===== config.mk =====
export PLATFORM = sky130hd
export DESIGN_NAME = fhp_digit_acc
export DESIGN_NICKNAME = d
export VERILOG_FILES = /design/src/hdl/fhp_digit_acc.sv
export SDC_FILE = /design/constraint.sdc
export NUM_CORES = 1
export LEC_CHECK = 0
export BUFFER_PORTS_ARGS = -buffer_cell sky130_fd_sc_hd__buf_2
export CAP_MARGIN = 20
export CELL_PAD_IN_SITES_DETAIL_PLACEMENT = 1
export CELL_PAD_IN_SITES_GLOBAL_PLACEMENT = 2
export CORE_UTILIZATION = 30
export DETAILED_ROUTE_END_ITERATION = 10
export PLACE_DENSITY = 0.92
export RECOVER_POWER = 100
export SLEW_MARGIN = 20
export SYNTH_ARGS = -nofsm -noshare
export SYNTH_HDL_FRONTEND = slang
export SYNTH_SLANG_ARGS = --single-unit

===== constraint.sdc =====
create_clock -name vclk -period 13.2
set_clock_uncertainty 0.05 [all_clocks]
set_input_delay 2.64 -clock vclk [all_inputs]
set_output_delay 2.64 -clock vclk [all_outputs]
set_load 0.005 [all_outputs]

===== src/hdl/fhp_digit_acc.sv =====
// saturating decimal accumulate: acc * 10 + digit, capped
module fhp_digit_acc #(
  parameter int unsigned Width = 16,
  parameter int unsigned Cap   = 65535
) (
  input  logic [Width-1:0] acc_i,
  input  logic [3:0]       digit_i,
  output logic [Width-1:0] acc_o
);
  localparam int unsigned    WideW = Width + 4;
  localparam logic [WideW-1:0] CapW = WideW'(Cap);

  logic [WideW-1:0] wide;

  // times eight plus times two plus the digit
  assign wide  = {1'b0, acc_i, 3'b000} + {3'b000, acc_i, 1'b0} + {{(WideW-4){1'b0}}, digit_i};
  assign acc_o = (wide > CapW) ? Width'(Cap) : wide[Width-1:0];
endmodule


# After elaboration in Yosys (flattened, before gate mapping)
# Cells that the tools add are included.
# word_totals
ff_bits	0
inputBits	20
output_inout_bits	16
elab_cells	4
# op_classes
addsub	2
n_lt_le_gt_ge	1
muxes	1
# op_table
op	count
$add A19 B17 Y20	1
$add A20 B4 Y20	1
$gt A20 B16 Y1 const B	1
$mux W16	1

# Depth between registers and ports, before layout
# Gate-level depths: netlist of run 1.
# logic_depth
depth_word	4
ltp_mapped	10
mapped_depth_nobuf	9

# Worst setup path after synthesis of run 1
# Ideal clock, no wire load.
# synth_path
path_type	input-to-output
start	input port acc_i[0]
end	output port acc_o[10]
arrival_ns	5.485
t_required_ns	10.510
path_slack_ns	5.025
cell_stages	9
n_path_buf	1
cell_sequence	fa_1 -> fa_1 -> a211o_1 -> a211oi_1 -> nor4b_1 -> or3_1 -> a222oi_1 -> buf_6 -> nand2_1
# synth_between
elab_chain_len	4
# synth_lines
element	line	source
start: declaration	6	input logic [Width-1:0] acc_i,
$add A19 B17 Y20 *	16	assign wide = {1'b0, acc_i, 3'b000} + {3'b000, acc_i, 1'b0} + {{(WideW-4){1'b0}}, digit_i};
$add A20 B4 Y20 *	16	
$gt A20 B16 Y1	17	assign acc_o = (wide > CapW) ? Width'(Cap) : wide[Width-1:0];
$mux W16 *	17	
end: declaration	8	output logic [Width-1:0] acc_o
# Every way passes the cells marked *; elsewhere a longest branch is shown, timed or not.

# Worst setup path after layout of run 1
# layout_path
start	input port acc_i[0]
end	output port acc_o[1]
# The elaborated chain is that of the path after synthesis.

==> reports/results.txt, run 1 <==
Die W - 65.2 um
most frequent cells in the layout - ha_1, buf_2, nand2_1
Hold Path Cell Cnt - 3
Gate Count Post-Synth - 150
max-slew violations - 0
worst hold path startpoint - digit_i[0]
leakage power - 0.661 nW
post-DR vias/cell - 5.41
first-pass GRT wire length - 5310 um
Die Ht - 65.2 um
I/O Pins - 36
Worst Setup Start Kind - input port
top cell type's share of synthesized area - 32.3%
CP max stage cell - clkbuf_1
largest net degree at the start of global routing - 17
Worst Path Max Fanout - 16
register area share after synthesis - 0%
critical setup path kind - input port to output port
WHS - 5.49 ns
pre-CTS setup slack - 4.92 ns
post-CTS setup buffer count - 0
drt wl/cell - 13.7 um
die area - 4260 um^2
Mean Syn Cell Area - 8.00 um^2
clock power share - 0%
Cell Area, Synth - 1200 um^2
DR vias - 1238
cts-stage hold buffer count - 0
post-synthesis cell type count - 41
Detailed Routing Iterations Pass 1 - 6
slew margin rel. - 51.9%
design area - 1380 um^2
Worst Max-Slew Pin Slew - 0.722 ns
net count reported at finish - 236
Hold Vio Cnt, Final - 0
fraction of layout cells with a size suffix above 1 - 22.7%
Reg area - 0 um^2
Worst Path Required - 10.51 ns
Sw Share - 56.7%
Syn. warnings - 0
minimum clock period - 8.68 ns
syn_nets - 203
row cnt - 22
placed inst area - 1390 um^2
FF+latch count - 0
crit path launch - acc_i[0]
final setup vio count - 0
clock buf count - 0
sequential power share - 0%
maximum vdd drop - 0.0186 mV
worst hold path endpoint - acc_o[0]
Setup WS post-layout - 4.52 ns
RSZ-0062 raised after global routing - no
Area Growth Syn to Fin - 15.0%
Worst Path Arrival - 5.99 ns
RD Place Congestion - 0.809
Gate power share - 100.0%
fill count - 519
Max-Cap Viols - 0
top post-synthesis cells by area - ha_1, nand2_1, a21oi_1
Worst path max stage delay - 0.60 ns
port bufs - 36
Antenna Violating Nets Remaining - 0
Detailed Route Iter0 Violations - 44
pwr/cell area - 55.3 nW/um^2
HP Class - input port to output port
Residual DRC - 0
leading area contributor after synthesis - ha_1
Antenna Cells - 0
most common cell after layout, fill and taps aside - ha_1
CP Cell Sequence - clkbuf_1, fa_1, fa_1, a211o_1, a211oi_1, nor4b_1, or3_1, a222oi_1, clkbuf_1, nand2b_1, buf_2
outcome - finished clean
endpoint type of the worst setup path - output port
initial antenna violation count - 0
Int Power - 0.0330 mW
core area - 3740 um^2
WL final - 3150 um
final HPWL from detailed placement - 2770 um
Setup TNS - 0 ns
vias in the first global route - 1208
grt total ovfl - 0
fin crit share - 65.7%
GRT Total Usage - 15.3%
Initial Util - 32.1%
Post-CTS Resized - 0
fin util - 36.9%
switching power - 0.0432 mW
fmax - 115 MHz
[worst max-delay path, delay by kind of cell]
kind | cells | cell delay, ns
AOI/OAI and AO/OA | 3 | 0.90
adders and majority gates | 2 | 1.04
buffers and inverters | 3 | 0.87
and+or+nand+nor | 3 | 0.55
[layer usage]
layer / GRT usage (%) / routed length (um) / share of wire, %
met2: 27.2 / 1460 / 46
met4: 0 / 0 / 0
met1: 21.9 / 1620 / 51
met5: 0 / 0 / 0
met3: 0 / 70 / 2.2
[cell usage after synthesis, drive strengths merged, types with 2 or more instances]
master / n
ha: 31
nand2: 21
a21oi: 14
a21o: 10
o21ai: 8
xnor2: 7
nand2b: 6
buf: 5
xor2: 5
nand4: 4
nor2: 4
a211oi: 3
inv: 3
and2: 2
fa: 2
o211ai: 2
o21a: 2
o21bai: 2
or3: 2
[logic make-up after synthesis]
kind of cell | Yosys count | share of synthesized area (%)
compound gates | 53 | 31.4
simple gates | 43 | 18.5
fa+ha+maj | 33 | 35.7
xor+xnor | 12 | 8.76
buf+inv | 9 | 5.73
[metrics by stage]
step                power [mW]  std cells
floorplan               0.0595        150
global placement        0.0759        229
detailed placement      0.0769        229
CTS                     0.0776        229
global route            0.0858        229
finish                  0.0763        229
[area by class of cell]
class                           count  area, um^2  area share (%)
Inverter                            3        11.3           0.816
Multi-Input combinational cell    141        1130            82.0
Tap cell                           48        60.1            4.35
Timing Repair Buffer               37         178            12.9
[power by group through the flow]
stage	clock [mW]	sequential, mW	combinational [mW]
after floorplan	0	0	0.0595
after global placement	0	0	0.0759
after detailed placement	0	0	0.0769
after CTS	0	0	0.0776
after global routing	0	0	0.0858
final	0	0	0.0763
[worst max path at each step]
stage | to | slack, ns | cells after the start
after floorplan | acc_o[10] | 5.03 | 9
after detailed placement | acc_o[1] | 4.92 | 11
after global routing | acc_o[7] | 4.26 | 11
after global placement | acc_o[4] | 5.00 | 11
after CTS | acc_o[1] | 4.90 | 11
final | acc_o[1] | 4.52 | 11
Power figures use the tool's default switching activity.
==> run 2, diff against run 1 <==
- ABC_AREA: default -> 1
- PLACE_DENSITY: 0.92 -> 0.93
- clock period: 13.2 -> 8.1 ns (I/O delays scaled with it)
==> reports/results.txt, run 2 <==
worst hold path startpoint - digit_i[0]
drt wl/cell - 12.0 um (-13%)
WHS - 3.47 ns (-2.02 ns)
RD Place Congestion - 0.763 (-5.7%)
Worst Max-Slew Pin Slew - 1.36 ns (+0.634 ns)
fin crit share - 80.3%
fill count - 659 (+27%)
Die Ht - 73.7 um (+13%)
DR vias - 1519 (+23%)
vias in the first global route - 1540 (+27%)
Initial Util - 31.8% (-0.23 points)
post-CTS setup buffer count - 0 (unchanged)
max-slew violations - 0 (unchanged)
critical setup path kind - input port to output port
slew margin rel. - 9.29% (-43 points)
pwr/cell area - 93.6 nW/um^2 (+69%)
Post-CTS Resized - 0 (unchanged)
CP endpoint - acc_o[3]
final setup vio count - 0 (unchanged)
minimum clock period - 6.51 ns
Area Growth Syn to Fin - 11.8%
fin util - 35.6% (-1.3 points)
post-synthesis cell type count - 26 (-37%)
WL final - 3990 um (+27%)
most frequent cells in the layout - nand2_1, inv_1, ha_1
top cell type's share of synthesized area - 25.1% (-7.2 points)
Hold Vio Cnt, Final - 0 (unchanged)
GRT Total Usage - 15.8% (+0.52 points)
net count reported at finish - 321 (+36%)
leading area contributor after synthesis - ha_1
syn_nets - 285 (+40%)
first-pass GRT wire length - 6840 um (+29%)
initial antenna violation count - 0 (unchanged)
Residual DRC - 0 (unchanged)
clock buf count - 0 (unchanged)
Max-Cap Viols - 0 (unchanged)
outcome - finished clean
Worst Setup Start Kind - input port
leakage power - 0.955 nW (+44%)
Reg area - 0 um^2 (unchanged)
FF+latch count - 0 (unchanged)
Setup TNS - 0 ns (unchanged)
Gate Count Post-Synth - 232 (+55%)
port bufs - 36 (unchanged)
cts-stage hold buffer count - 0 (unchanged)
top post-synthesis cells by area - ha_1, nand2_1, nand3_2
Worst Path Arrival - 4.84 ns (-1.15 ns)
row cnt - 25 (+14%)
Setup WS post-layout - 1.59 ns (-2.93 ns)
I/O Pins - 36 (unchanged)
Worst Path Max Fanout - 16 (unchanged)
Worst Path Required - 6.43 ns (-4.08 ns)
maximum vdd drop - 0.0356 mV (+92%)
post-DR vias/cell - 4.56 (-16%)
Syn. warnings - 0 (unchanged)
Antenna Cells - 0 (unchanged)
Pwr Total - 0.161 mW (+110%)
Detailed Route Iter0 Violations - 22 (-50%)
core area - 4850 um^2 (+30%)
die area - 5430 um^2 (+28%)
grt total ovfl - 0 (unchanged)
largest net degree at the start of global routing - 17 (unchanged)
final HPWL from detailed placement - 3650 um (+32%)
pre-CTS setup slack - 2.46 ns (-2.46 ns)
Detailed Routing Iterations Pass 1 - 4 (-2)
RSZ-0062 raised after global routing - no
register area share after synthesis - 0% (unchanged)
Cell Area, Synth - 1540 um^2 (+29%)
crit path launch - acc_i[0]
HP Class - input port to output port
Antenna Violating Nets Remaining - 0 (unchanged)
Commonest cells post-synth - nand2_1, inv_1, ha_1, nand2_2, nand3_2
most common cell after layout, fill and taps aside - nand2_1
fmax - 154 MHz
endpoint type of the worst setup path - output port
fraction of layout cells with a size suffix above 1 - 28.2% (+5.5 points)
Multi-input gate area - 1320 um^2 (+17%)
top-count cell post-synth - nand2_1
Mean Syn Cell Area - 6.65 um^2 (-17%)
Die W - 73.7 um (+13%)
Hold Path Cell Cnt - 4 (+1)
## run 2: cell types whose count changed in the layout (fill, tap and decap cells not counted), sizes merged, moves of 3 or more
cell and delta:
nand2 +63, inv +36, nand3 +24, nor2 +12, a21o -10, o21ai -7, nand2b -6, nand4 -4
xor2 -4, a211oi -3
## run 2: worst min-delay path by stage
stage | endpoint | slack (ns)
global route | acc_o[0] | 3.49
floorplan | acc_o[0] | 3.28
finish | acc_o[0] | 3.47
detailed placement | acc_o[0] | 3.46
CTS | acc_o[0] | 3.47
global placement | acc_o[0] | 3.47
## run 2: kinds of logic (layout without fill, tap and decap cells)
logic type                 after synthesis  in the layout  synth area share [%]
and+or+nand+nor                        134            134                  48.6
buffers and inverters                   41             75                  12.1
adders and majority gates               33             33                  27.7
AOI/OAI and AO/OA                       15             15                  6.49
xor gates and xnor gates                 9              9                  5.11
## run 2: final cells by class
type,instances,area share [%]
inverters,39,8.49
multi-input cells,191,76.6
well taps,67,4.86
repair buffers,36,10.1
## run 2: per-layer routing
metal / share of wire [%] / track usage (%)
met1: 48 / 21.2
met2: 50 / 29.6
met3: 2.1 / 0.412
met4: 0 / 0.214
met5: 0 / 0
## run 2: worst max-delay path, cell delays in order
cell and delay (ns):
clkbuf_1 0.11, fa_1 0.54, fa_1 0.48, nand2_1 0.09
nand2_1 0.10, nand3b_1 0.17, nand2_4 0.07, nand2_1 0.09
nand2_1 0.06, nand2_1 0.10, nand2_4 0.05, nor2_1 1.01
nand3_1 0.17, clkbuf_1 0.17
## run 2: power by group
| part | leakage, nW | switching (mW) | internal (mW) | total (mW) |
|---|---|---|---|---|
| Combinational | 0.955 | 0.100 | 0.0612 | 0.161 |
| Sequential | 0 | 0 | 0 | 0 |
| Clock | 0 | 0 | 0 | 0 |
| Total | 0.955 | 0.100 | 0.0612 | 0.161 |
## run 2: stage by stage
| step | instance area [um^2] | cells |
|---|---|---|
| final | 1720 | 333 |
| after global routing | 1720 | 333 |
| after CTS | 1770 | 333 |
| after detailed placement | 1770 | 333 |
| after global placement | 1770 | 333 |
| after floorplan | 1540 | 232 |
